<file path="src/rtl/ivbus_pkg.sv">
`timescale 1ns / 1ps
// Shared types, constants and helper functions for the I/O bus controller core.
// No dependencies; imported by the execute core, its checker and the testbench.
package ivbus_pkg;

    localparam int ADDR_W  = 13;
    localparam int DATA_W  = 8;
    localparam int INS_W   = 16;
    localparam int REG_N   = 16;
    localparam int REG_A_W = 4;

    // instruction class in bits 15..13
    typedef enum logic [2:0] {
        OPC_MOVE = 3'd0,
        OPC_ADD  = 3'd1,
        OPC_AND  = 3'd2,
        OPC_XOR  = 3'd3,
        OPC_XEC  = 3'd4,
        OPC_NZT  = 3'd5,
        OPC_XMIT = 3'd6,
        OPC_JMP  = 3'd7
    } t_opc;

    typedef logic [REG_A_W-1:0] t_reg_addr;
    typedef logic [DATA_W-1:0]  t_byte;
    typedef logic [ADDR_W-1:0]  t_addr;

    localparam t_reg_addr REG_AUX = 4'd0;
    localparam t_reg_addr REG_OVF = 4'd8;
    // address registers: low three bits all set
    localparam logic [2:0] REG_ADDR_LOW = 3'b111;
    // XMIT to registers 10/11 is a data write on the bus instead
    localparam logic [2:0] XMIT_BUS_HI = 3'b101;

    // rotate right by n
    function automatic t_byte f_rotr(input t_byte v, input logic [2:0] n);
        logic [2*DATA_W-1:0] w;
        begin
            w = {v, v} >> n;
            return w[DATA_W-1:0];
        end
    endfunction

    // field mask of len bits (0 means 8) shifted to pos, cut to one byte
    function automatic t_byte f_mask(input logic [2:0] len, input logic [2:0] pos);
        t_byte m;
        begin
            if (len == 3'd0) begin
                m = 8'hff;
            end else begin
                m = (8'd1 << len) - 8'd1;
            end
            return m << pos;
        end
    endfunction

endpackage

</file>
<file path="src/rtl/ivbus_controller_instruction_execute.sv">
`timescale 1ns / 1ps
// Instruction execute core: register-file memory, program counter, result word.
// Depends on ivbus_pkg.

// Executes one 16-bit instruction per input word together with the bus byte
// for the bank it reads, and returns one result word per instruction: next
// fetch address, the bus read/write strobes and the overflow-write flag.
// Throughput is one instruction per clock while the output is not held back.
// An accepted word is held in the execute stage until the output register is
// free or being taken: the accepting edge reads the register file memory
// (sixteen bytes, one read port, one write port, registered read data), and
// the edge that advances the stage executes, writes back and loads the output register.
// A write-back that hits the entry read in the same cycle is forwarded.
// Register 0 is also held in a flip-flop and the overflow register only in one,
// so that ALU operations need no second read port. Reset clears the register file
// through per-entry valid bits at once; there is no clearing pass.
module ivbus_controller_instruction_execute (
    input  logic                  i_clk,
    input  logic                  i_rst_n,
    input  logic                  i_in_valid,
    output logic                  o_in_ready,
    input  logic [15:0]           i_instruction,
    input  logic [7:0]            i_bus_read_data,
    output logic                  o_out_valid,
    input  logic                  i_out_ready,
    output ivbus_pkg::t_addr      o_fetch_address,
    output logic                  o_bus_read_used,
    output logic                  o_bus_read_right,
    output logic                  o_bus_write_valid,
    output logic                  o_bus_write_right,
    output logic                  o_bus_write_select,
    output ivbus_pkg::t_byte      o_bus_write_data,
    output logic                  o_overflow_write_error
);
    import ivbus_pkg::*;

    // register file memory
    t_byte            mem [REG_N];
    logic [REG_N-1:0] r_vld;
    t_byte            r_rdata;
    logic             r_rvld;
    logic             r_fwd;
    t_byte            r_fwd_data;
    t_byte            r_reg0;
    logic             r_reg8;

    // execute stage
    logic             r_s1_valid;
    logic [INS_W-1:0] r_s1_ins;
    t_byte            r_s1_rd;
    t_addr            r_pc;

    // output register
    logic  r_o_valid;
    t_addr r_fetch;
    logic  r_rd_used, r_rd_right, r_wr_valid, r_wr_right, r_wr_sel, r_ovf;
    t_byte r_wr_data;

    logic      in_accept;
    logic      s1_adv;
    t_reg_addr raddr;

    // execute results
    t_addr     n_fetch, n_pc;
    logic      n_rd_used, n_rd_right, n_wr_valid, n_wr_right, n_wr_sel, n_ovf;
    t_byte     n_wr_data;
    logic      n_we;
    t_reg_addr n_waddr;
    t_byte     n_wdata;
    logic      n_r8_we, n_r8;
    logic      mem_we;

    assign s1_adv     = r_s1_valid && (!r_o_valid || i_out_ready);
    assign o_in_ready = !r_s1_valid || s1_adv;
    assign in_accept  = i_in_valid && o_in_ready;
    assign raddr      = i_instruction[11:8];
    assign mem_we     = s1_adv && n_we;

    always_comb begin
        logic [INS_W-1:0] ins;
        logic [4:0]       s;
        logic [2:0]       l;
        logic [4:0]       d;
        t_byte            reg_s, v, old, bus_v, m, pc_lo;
        logic [8:0]       sum;
        t_addr            pc_inc;
        logic             dst_req, mrg_req, mrg_right;
        t_reg_addr        dst;
        t_byte            dst_val, mrg_v;
        logic [2:0]       mrg_pos;

        ins = r_s1_ins;
        s   = ins[12:8];
        l   = ins[7:5];
        d   = ins[4:0];

        if (s[3:0] == REG_OVF) begin
            reg_s = {7'd0, r_reg8};
        end else if (r_fwd) begin
            reg_s = r_fwd_data;
        end else begin
            reg_s = r_rvld ? r_rdata : 8'd0;
        end

        bus_v  = f_rotr(r_s1_rd, s[2:0]) & f_mask(l, 3'd0);
        pc_inc = r_pc + 13'd1;
        v      = 8'd0;
        old    = 8'd0;
        sum    = 9'd0;
        pc_lo  = 8'd0;
        m      = 8'd0;

        n_pc       = pc_inc;
        n_fetch    = pc_inc;
        n_rd_used  = 1'b0;
        n_rd_right = 1'b0;
        n_wr_valid = 1'b0;
        n_wr_right = 1'b0;
        n_wr_sel   = 1'b0;
        n_wr_data  = 8'd0;
        n_ovf      = 1'b0;
        n_we       = 1'b0;
        n_waddr    = d[3:0];
        n_wdata    = 8'd0;
        n_r8_we    = 1'b0;
        n_r8       = 1'b0;
        dst_req    = 1'b0;
        dst        = d[3:0];
        dst_val    = 8'd0;
        mrg_req    = 1'b0;
        mrg_right  = d[3];
        mrg_v      = 8'd0;
        mrg_pos    = d[2:0];

        case (t_opc'(ins[15:13]))
            OPC_MOVE, OPC_ADD, OPC_AND, OPC_XOR: begin
                if (ins[12]) begin
                    n_rd_used  = 1'b1;
                    n_rd_right = s[3];
                    old        = r_s1_rd;
                    v          = bus_v;
                end else if (ins[4]) begin
                    n_rd_used  = 1'b1;
                    n_rd_right = d[3];
                    old        = r_s1_rd;
                    v          = reg_s;
                end else begin
                    v = f_rotr(reg_s, l);
                end
                case (t_opc'(ins[15:13]))
                    OPC_ADD: begin
                        sum     = {1'b0, v} + {1'b0, r_reg0};
                        n_r8_we = 1'b1;
                        n_r8    = sum[8];
                        v       = sum[7:0];
                    end
                    OPC_AND: v = v & r_reg0;
                    OPC_XOR: v = v ^ r_reg0;
                    default: ;
                endcase
                if (ins[4]) begin
                    mrg_req   = 1'b1;
                    mrg_right = d[3];
                    mrg_v     = v;
                    mrg_pos   = d[2:0];
                end else begin
                    dst_req = 1'b1;
                    dst     = d[3:0];
                    dst_val = v;
                end
            end
            OPC_XEC: begin
                n_pc = r_pc;
                if (!ins[12]) begin
                    pc_lo   = reg_s + ins[7:0];
                    n_fetch = {r_pc[12:8], pc_lo};
                end else begin
                    n_rd_used  = 1'b1;
                    n_rd_right = s[3];
                    pc_lo      = bus_v + {3'd0, ins[4:0]};
                    n_fetch    = {r_pc[12:5], pc_lo[4:0]};
                end
            end
            OPC_NZT: begin
                if (!ins[12]) begin
                    if (reg_s != 8'd0) begin
                        n_pc = {r_pc[12:8], ins[7:0]};
                    end
                end else begin
                    n_rd_used  = 1'b1;
                    n_rd_right = s[3];
                    if (bus_v != 8'd0) begin
                        n_pc = {r_pc[12:5], ins[4:0]};
                    end
                end
                n_fetch = n_pc;
            end
            OPC_XMIT: begin
                if (!ins[12]) begin
                    if (s[3:1] == XMIT_BUS_HI) begin
                        n_wr_valid = 1'b1;
                        n_wr_right = s[0];
                        n_wr_data  = ins[7:0];
                    end else begin
                        dst_req = 1'b1;
                        dst     = s[3:0];
                        dst_val = ins[7:0];
                    end
                end else begin
                    n_rd_used  = 1'b1;
                    n_rd_right = s[3];
                    old        = r_s1_rd;
                    mrg_req    = 1'b1;
                    mrg_right  = s[3];
                    mrg_v      = {3'd0, ins[4:0]};
                    mrg_pos    = s[2:0];
                end
            end
            OPC_JMP: begin
                n_pc    = ins[12:0];
                n_fetch = ins[12:0];
            end
            default: ;
        endcase

        // merge the field into the byte read from the bus
        if (mrg_req) begin
            m          = f_mask(l, mrg_pos);
            n_wr_valid = 1'b1;
            n_wr_right = mrg_right;
            n_wr_sel   = 1'b0;
            n_wr_data  = (old & ~m) | ((mrg_v << mrg_pos) & m);
        end

        // register write; overflow register is read-only
        if (dst_req) begin
            if (dst == REG_OVF) begin
                n_ovf = 1'b1;
            end else begin
                n_we    = 1'b1;
                n_waddr = dst;
                n_wdata = dst_val;
                if (dst[2:0] == REG_ADDR_LOW) begin
                    n_wr_valid = 1'b1;
                    n_wr_right = dst[3];
                    n_wr_sel   = 1'b1;
                    n_wr_data  = dst_val;
                end
            end
        end
    end

    // control state
    always_ff @(posedge i_clk) begin
        if (!i_rst_n) begin
            r_s1_valid <= 1'b0;
            r_o_valid  <= 1'b0;
            r_pc       <= '0;
            r_vld      <= '0;
            r_reg0     <= '0;
            r_reg8     <= 1'b0;
            r_rvld     <= 1'b0;
            r_fwd      <= 1'b0;
        end else begin
            if (in_accept) begin
                r_s1_valid <= 1'b1;
            end else if (s1_adv) begin
                r_s1_valid <= 1'b0;
            end
            if (s1_adv) begin
                r_o_valid <= 1'b1;
            end else if (i_out_ready) begin
                r_o_valid <= 1'b0;
            end
            if (s1_adv) begin
                r_pc <= n_pc;
                if (n_r8_we) begin
                    r_reg8 <= n_r8;
                end
            end
            if (mem_we) begin
                r_vld[n_waddr] <= 1'b1;
                if (n_waddr == REG_AUX) begin
                    r_reg0 <= n_wdata;
                end
            end
            if (in_accept) begin
                r_rvld <= r_vld[raddr];
                // forward the write-back that lands on the entry being read
                r_fwd  <= mem_we && (n_waddr == raddr);
            end
        end
    end

    // memory and payload
    always_ff @(posedge i_clk) begin
        if (mem_we) begin
            mem[n_waddr] <= n_wdata;
        end
        if (in_accept) begin
            r_rdata    <= mem[raddr];
            r_fwd_data <= n_wdata;
            r_s1_ins   <= i_instruction;
            r_s1_rd    <= i_bus_read_data;
        end
        if (s1_adv) begin
            r_fetch    <= n_fetch;
            r_rd_used  <= n_rd_used;
            r_rd_right <= n_rd_right;
            r_wr_valid <= n_wr_valid;
            r_wr_right <= n_wr_right;
            r_wr_sel   <= n_wr_sel;
            r_wr_data  <= n_wr_data;
            r_ovf      <= n_ovf;
        end
    end

    assign o_out_valid            = r_o_valid;
    assign o_fetch_address        = r_fetch;
    assign o_bus_read_used        = r_rd_used;
    assign o_bus_read_right       = r_rd_right;
    assign o_bus_write_valid      = r_wr_valid;
    assign o_bus_write_right      = r_wr_right;
    assign o_bus_write_select     = r_wr_sel;
    assign o_bus_write_data       = r_wr_data;
    assign o_overflow_write_error = r_ovf;

    a_no_ovf_store: assert property (@(posedge i_clk) disable iff (!i_rst_n)
        mem_we |-> n_waddr != REG_OVF)
        else $error("write-back to overflow register");

    a_vld_set: assert property (@(posedge i_clk) disable iff (!i_rst_n)
        mem_we |=> r_vld[$past(n_waddr)])
        else $error("valid bit not set after write-back");

    a_ovf_no_write: assert property (@(posedge i_clk) disable iff (!i_rst_n)
        (o_out_valid && o_overflow_write_error) |-> !o_bus_write_valid)
        else $error("bus write on suppressed overflow write");

    a_sel_valid: assert property (@(posedge i_clk) disable iff (!i_rst_n)
        (o_out_valid && o_bus_write_select) |-> o_bus_write_valid)
        else $error("select strobe without bus write");

endmodule

</file>
<file path="config.mk">
export PLATFORM = sky130hd
export DESIGN_NAME = ivbus_controller_instruction_execute
export DESIGN_NICKNAME = d
export VERILOG_FILES = /design/src/rtl/ivbus_pkg.sv /design/src/rtl/ivbus_controller_instruction_execute.sv
export SDC_FILE = /design/constraint.sdc
export NUM_CORES = 1
export LEC_CHECK = 0
export BUFFER_PORTS_ARGS = -buffer_cell sky130_fd_sc_hd__buf_2
export CAP_MARGIN = 0
export CORE_ASPECT_RATIO = 0.9
export CORE_UTILIZATION = 30
export DETAILED_ROUTE_END_ITERATION = 8
export SYNTH_ARGS = -nofsm -noshare
export SYNTH_HDL_FRONTEND = slang
export SYNTH_SLANG_ARGS = --single-unit
export TNS_END_PERCENT = 30
</file>
<file path="constraint.sdc">
create_clock -name i_clk -period 10.92 [get_ports i_clk]
set_input_delay 0.546 -clock i_clk [delete_from_list [all_inputs] [get_ports i_clk]]
set_output_delay 0.546 -clock i_clk [all_outputs]
set_load 0.1 [all_outputs]
</file>
* Word level (Yosys, flattened, before mapping)
Memory sizes are Yosys's and may differ from the RTL's. A register that Yosys moved wholly into a read port is not among the register bits.
Index checks and enable logic that the tools add are counted.
** Word-level totals
- Memories kept :: 1
- Memory bits (writable) :: 128
- Register bits after elaboration :: 101
- Bits of input ports :: 28
- Word-level logic and storage cells :: 166
- Bits in read-only memories :: 0
- Bits in latches :: 0
- Output and inout port bits :: 29
** Cells by class
- Reductions and logical operators :: 22
- Shift operators :: 5
- $lt $le $gt $ge :: 3
- Multiplexer cells :: 89
- Divide/modulo/power cells :: 0
- Equal/unequal tests :: 12
- Multipliers :: 0
- Bitwise operators :: 10
- Add/subtract/negate cells :: 5
** Memory list
- mem :: words 16, width 8, read ports 1, clocked after memory_dff 1, wr ports 1, line ivbus_controller_instruction_execute.sv:38 : t_byte mem [REG_N];
** Operators with widths (number)
- 2-to-1 mux 8 bit :: 25
- case mux 13 bit (3 select lines) :: 2
- case mux 8 bit (2 select lines) :: 3
- 2-to-1 mux 1 bit :: 41
- 2-to-1 mux 13 bit :: 3
- AND 8 bit :: 4
- >> shifter 16 x 3 -> 8 bit :: 2
- case mux 8 bit (3 select lines) :: 1
- 2-to-1 mux 4 bit :: 5
- == test 3 bit (second input constant) :: 6
- bitwise OR 16 bit :: 1
- nonzero test 8 bit :: 2
- << shifter 8 x 3 -> 8 bit :: 2
- adder 13 x 1 -> 13 bit (second input constant) :: 1
- < comparator 4 x 5 -> 1 bit (second input constant) :: 2
- adder 8 x 8 -> 9 bit :: 1
- adder 8 bit :: 1
- == test 4 bit (second input constant) :: 2
- inverter 8 bit :: 1
- bitwise OR 8 bit :: 1
- case mux 1 bit (2 select lines) :: 4
- << shifter 1 x 3 -> 8 bit (first input constant) :: 1
- subtractor 8 x 1 -> 8 bit (second input constant) :: 1
- XOR 8 bit :: 1
- other kinds (20) :: 33

* Longest topological paths before layout
- Depth in word-level cells :: 18
- Mapped depth :: 23
- Gate-level depth less buffers :: 19

* Worst setup path before layout
OpenSTA, ideal clock, no wires.
- Path kind :: reg2reg
- Start point :: reg r_s1_ins[9]
- End point :: reg r_wr_data[3] (netlist: o_bus_write_data[3]), data pin
- Path slack :: 6.658 ns
- Data required time :: 10.751 ns
- Buffers on the path :: 4
- Library setup time :: 0.169 ns
- Clock period less this slack :: 4.262 ns
- Cell stages (with the launch flop) :: 24
- Arrival :: 4.092 ns
- Cells stage by stage :: edfxtp_1 buf_6 buf_8 nor4b_4 buf_4 buf_2 a211o_1 o31ai_1 a22oi_1 o21ai_0 a21o_1 and2_1 ha_1 inv_1 fa_1 nor2_1 o32ai_1 o21ai_0 a21oi_1 a2111oi_1 o41ai_2 o22ai_1 nor2_1 o31ai_1
** On the way
- Word-level cells in the longest chain between the ends :: 17
- Elaborated cells on any way between the ends :: 42
- Those cells by class :: 1 x add/sub; 4 x eq/ne; 4 x shift; 26 x mux; 7 x bitwise
** Ends and longest elaborated chain
- start, declared :: line ivbus_controller_instruction_execute.sv:49 : logic [INS_W-1:0] r_s1_ins;
- start signal, assigned :: line ivbus_controller_instruction_execute.sv:303 : r_s1_ins <= i_instruction;
- == test 4 bit :: line ivbus_controller_instruction_execute.sv:97 : if (s[3:0] == REG_OVF) begin
- 2-to-1 mux 8 bit :: line ivbus_controller_instruction_execute.sv:97
- >> shifter 16 x 3 -> 8 bit :: line ivbus_pkg.sv:39 : w = {v, v} >> n;
- 2-to-1 mux 8 bit :: line ivbus_controller_instruction_execute.sv:142 : end else if (ins[4]) begin
- 2-to-1 mux 8 bit :: line ivbus_controller_instruction_execute.sv:137 : if (ins[12]) begin
- 2-to-1 mux 8 bit :: line ivbus_controller_instruction_execute.sv:135 : case (t_opc'(ins[15:13]))
- adder 8 x 8 -> 9 bit (tied with other cells) :: line ivbus_controller_instruction_execute.sv:152 : sum = {1'b0, v} + {1'b0, r_reg0};
- case mux 8 bit (3 select lines) :: line ivbus_controller_instruction_execute.sv:150 : case (t_opc'(ins[15:13]))
- [2 not listed]
- << shifter 8 x 3 -> 8 bit :: line ivbus_controller_instruction_execute.sv:232 : n_wr_data = (old & ~m) | ((mrg_v << mrg_pos) & m);
- AND 8 bit :: line ivbus_controller_instruction_execute.sv:232
- bitwise OR 8 bit :: line ivbus_controller_instruction_execute.sv:232
- 2-to-1 mux 8 bit :: line ivbus_controller_instruction_execute.sv:227 : if (mrg_req) begin
- 2-to-1 mux 8 bit :: line ivbus_controller_instruction_execute.sv:243 : if (dst[2:0] == REG_ADDR_LOW) begin
- 2-to-1 mux 8 bit :: line ivbus_controller_instruction_execute.sv:237 : if (dst == REG_OVF) begin
- 2-to-1 mux 8 bit (*) :: line ivbus_controller_instruction_execute.sv:236 : if (dst_req) begin
- net n_wr_data[3] :: line ivbus_controller_instruction_execute.sv:66 : t_byte n_wr_data;
- end signal, assigned :: line ivbus_controller_instruction_execute.sv:313 : r_wr_data <= n_wr_data;
- end, declared :: line ivbus_controller_instruction_execute.sv:57 : t_byte r_wr_data;
The timed path passes the listed nets; every way through them passes the cells marked *. The select of a mux whose other input is x is not followed.
A chain may end at the register's enable or synchronous reset.

* Final worst setup path
- Start point :: reg r_s1_ins[8]
- End point :: mem mem[15][4] (netlist bit), data pin
** On the way
- Word-level cells in the longest chain between the ends :: 12
- Elaborated cells on any way between the ends :: 20
- Those cells by class :: 1 x add/sub; 2 x eq/ne; 2 x shift; 12 x mux; 3 x bitwise
** Ends and longest elaborated chain
- == test 4 bit :: line ivbus_controller_instruction_execute.sv:97
- 2-to-1 mux 8 bit :: line ivbus_controller_instruction_execute.sv:97
- >> shifter 16 x 3 -> 8 bit :: line ivbus_pkg.sv:39
- 2-to-1 mux 8 bit :: line ivbus_controller_instruction_execute.sv:142
- 2-to-1 mux 8 bit :: line ivbus_controller_instruction_execute.sv:137
- 2-to-1 mux 8 bit :: line ivbus_controller_instruction_execute.sv:135
- adder 8 x 8 -> 9 bit (tied with other cells) :: line ivbus_controller_instruction_execute.sv:152
- case mux 8 bit (3 select lines) :: line ivbus_controller_instruction_execute.sv:150
- 2-to-1 mux 8 bit :: line ivbus_controller_instruction_execute.sv:161 : if (ins[4]) begin
- case mux 8 bit (2 select lines) :: line ivbus_controller_instruction_execute.sv:135
- 2-to-1 mux 8 bit (*) :: line ivbus_controller_instruction_execute.sv:237
- 2-to-1 mux 8 bit (*) :: line ivbus_controller_instruction_execute.sv:236
- net n_wdata[4] :: line ivbus_controller_instruction_execute.sv:69 : t_byte n_wdata;
- end, declared :: line ivbus_controller_instruction_execute.sv:38
Marks and branches as above.

==> results.sh <==
export IMPL_status="complete, no violations"
export IMPL_insertedDiodeCount=0
export IMPL_rsz0062_at_grt="no"
export IMPL_synth_async_reset_ratio_pct=0
export IMPL_cp_common_cell="a21oi_1"
export IMPL_antenna_found_initial=0
export IMPL_cts_tree="yes"
export IMPL_fin_skew_ps=32.5
export IMPL_cp_max_fo=21
export IMPL_cp_cell_sequence="nor4b_4, a211oi_2, o31ai_1, a22oi_1, o21ai_0, a21o_1, and2_1, ha_1, inv_1, fa_1, nand2b_1, a21oi_1, mux2i_1, a221o_1, nor2_1, o21ai_1, a21oi_1"
export IMPL_setup_viol=0
export IMPL_ioPinCount=57
export IMPL_p_leak_nw=5.46
export IMPL_ys_types=97
export IMPL_grt_overflow_total=0
export IMPL_ir_drop_v=0.000108
export IMPL_synth_edff_count=195
export IMPL_rrSetupSlack_ps=4890
export IMPL_slew_violations=0
export IMPL_hold_start="i_bus_read_data[2]"
export IMPL_cap_violations=0
export IMPL_power_total_mw=2.25
export IMPL_clockBufferDepth=3
export IMPL_syn_cell_area_um2=13400
export IMPL_whs_path_depth=1
export IMPL_globalRouteTotalUtil_pct=19.1
export IMPL_wl_per_cell_um=23.7
export IMPL_synth_ff_type="edfxtp_1"
export IMPL_critPathKind="reg -> reg"
export IMPL_crit_required_ps=11090
export IMPL_min_to="r_s1_rd[2]"
export IMPL_cpPeakStageDelay_ps=1060
export IMPL_cts_clk_slew_worst_paths_ps=60
export IMPL_layout_drive_gt1_share_pct=18.0
export IMPL_drtAntennaViolNets=0
export IMPL_crit_family="compound AO/OA/AOI/OAI gates"
export IMPL_dieWidth_um=225
export IMPL_die_area_um2=45400
export IMPL_rows=72
export IMPL_cp_num_buf_inv=1
export IMPL_slew_limit_headroom_pct=12.0
export IMPL_grt_pass1_wl_um=65400
export IMPL_r2r_start="r_s1_ins[8]"
export IMPL_clock_fmax_mhz=166
export IMPL_worst_setup_path_end_kind="flop"
export IMPL_cts_resized=0
export IMPL_fin_worst_hold_slack_ps=136
export IMPL_worstSkewPairLatency_ps=580
export IMPL_cts_sinks=237
export IMPL_seq_area_frac_synth_pct=50.1
export IMPL_via_per_inst=5.71
export IMPL_coreArea_um2=43400
export IMPL_start_util_pct=30.8
export IMPL_r2r_end="mem[15][4]"
export IMPL_dp_hpwl_um=29600
export IMPL_powerDensity_nw_per_um2=148
export IMPL_first_pass_iters=5
export IMPL_cp_slowest_cell="a21oi_1"
export IMPL_die_y_um=202
export IMPL_final_nets=1273
export IMPL_period_minus_slack_ps=6030
export IMPL_cts_root_buf="clkbuf_16"
export IMPL_numCtsBuffers=27
export IMPL_instances_no_fill=1831
export IMPL_totalNegativeSetupSlack_ps=0
export IMPL_syn_area_per_cell_um2=11.4
export IMPL_post_route_period_util_pct=55.2
export IMPL_drc=0
export IMPL_port_buffers=56
export IMPL_drt_initial_drc_count=1518
export IMPL_start_kind="flop"
export IMPL_grt_max_degree=42
export IMPL_synth_seq_cells=237
export IMPL_via_count=10500
export IMPL_place_inst=1783
export IMPL_worstHoldPathType="in -> reg"
export IMPL_h_tree_depth=1
export IMPL_finalHoldViolCount=0
export IMPL_yosys_warnings=0
export IMPL_rr_worst_depth=17
export IMPL_routed_wl_um=43400
export IMPL_first_global_vias=9992
export IMPL_tightest_slew_ps=1320
export IMPL_cts_hold_buf=0
export IMPL_netlist_instances=1171
export IMPL_cp_arrival_ps=6200
export IMPL_gp_congestion=0.978
export IMPL_areaGrowthSynthToFinish_pct=13.9
export IMPL_postCtsSetupBuffers=0
placed cells by master (no fill, tap or decap), types with 10 or more instances in the layout:
| master | n |
|---|---|
| o21ai_0 | 66 |
| and2_1 | 10 |
| mux2i_1 | 20 |
| clkbuf_16 | 31 |
| a31oi_1 | 12 |
| nand3_1 | 26 |
| nand2b_1 | 12 |
| inv_1 | 19 |
| ha_1 | 22 |
| dfxtp_1 | 42 |
| edfxtp_1 | 195 |
| o31ai_1 | 10 |
| a21oi_1 | 88 |
| nand3b_1 | 10 |
| nor3_1 | 27 |
| xnor2_1 | 20 |
| buf_2 | 56 |
| a21o_1 | 11 |
| a32oi_1 | 10 |
| mux4_2 | 51 |
| o21a_1 | 12 |
| nor2_1 | 114 |
| a22oi_1 | 17 |
| buf_4 | 33 |
| nand2_1 | 93 |
Yosys cell counts (10+ instances only):
library cell / instances / share of area (%)
o21ai_0: 66 / 2.5
xnor2_1: 20 / 1.3
nand3b_1: 10 / 0.56
o31ai_1: 10 / 0.56
mux2i_1: 20 / 1.5
o21a_1: 12 / 0.67
and2_1: 10 / 0.47
ha_1: 22 / 2.1
a22oi_1: 17 / 0.95
a31oi_1: 12 / 0.56
a21oi_1: 88 / 3.3
clkbuf_1: 45 / 1.3
nor3_1: 27 / 1.0
nand3_1: 26 / 0.97
mux4_2: 51 / 8.6
dfxtp_1: 42 / 6.3
nand2_1: 93 / 2.6
a21o_1: 11 / 0.62
inv_1: 20 / 0.56
nor2_1: 114 / 3.2
buf_2: 15 / 0.56
a32oi_1: 10 / 0.66
nand2b_1: 12 / 0.56
edfxtp_1: 195 / 44
per-stage QoR:
| stage | util [%] | instance area (µm²) | setup slack, ps |
|---|---|---|---|
| final | 35.1 | 15200 | 4890 |
| after global routing | 35.1 | 15200 | 4360 |
| after CTS | 35.1 | 15200 | 4980 |
| after detailed placement | 32.9 | 14300 | 4980 |
| after global placement | 32.9 | 14300 | 5120 |
| after floorplan | - | 13400 | 6660 |
routing by layer:
metal / vias to the layer above / global-route usage (%) / wire length, µm
met3: 85 / 2.54 / 2870
met2: 461 / 30.0 / 19800
met5: - / 0 / 0
met4: 0 / 7.02 / 1630
met1: 5261 / 26.7 / 19100
li1: 4644 / - / -
power breakdown:
group	switching [mW]	total (mW)	internal [mW]
Combinational	0.217	0.308	0.0913
Clock	0.378	0.928	0.551
Sequential	0.0173	1.01	0.995
Total	0.612	2.25	1.64
kinds of logic after synthesis:
kind of cell               Yosys count  synth area share, %
AOI/OAI and AO/OA                  341                 17.8
xor gates and xnor gates            29                 1.90
adders and majority gates           25                 2.51
buffers and inverters              104                 3.45
DFF                                237                 50.1
muxes                               82                 11.2
other                                1               0.0281
and+or+nand+nor                    352                 13.0
worst max-delay path by stage:
stage / endpoint / slack (ps) / cells past startpoint / startpoint
after floorplan: o_bus_write_data[3] / 6660 / 23 / r_s1_ins[9]
after global placement: r_reg0[4] / 5120 / 19 / r_s1_ins[8]
after detailed placement: mem[10][4] / 4980 / 17 / r_s1_ins[8]
after CTS: mem[13][4] / 4980 / 17 / r_s1_ins[8]
after global routing: r_reg0[4] / 4360 / 19 / r_s1_ins[8]
final: mem[15][4] / 4890 / 17 / r_s1_ins[8]
final cells by class:
cell class	count	area [µm²]
clock buffers	39	826
clock inverters	9	88.8
repair buffers	89	528
fillers	4359	28200
well taps	592	741
inverters	28	105
multi-input cells	837	6240
flip-flops and latches	237	6700
flip-flops by register name, summed over array words and instances, names as in the netlist, 8 cells and up:
register	count
mem	128
o_bus_write_data	8
o_fetch_address	13
r_fwd_data	8
r_pc	13
r_rdata	8
r_reg0	8
r_s1_ins	16
r_s1_rd	8
r_vld	16
worst register-to-register path, cell delays in order, from the launching register on:
cell and delay [ps]:
edfxtp_1 750, nor4b_4 990, a211oi_2 240, o31ai_1 300, a22oi_1 90, o21ai_0 180, a21o_1 150, and2_1 130
ha_1 190, inv_1 60, fa_1 390, nand2b_1 160, a21oi_1 250, mux2i_1 120, a221o_1 370, nor2_1 90
o21ai_1 90, a21oi_1 1060
Power figures use the tool's default switching activity.
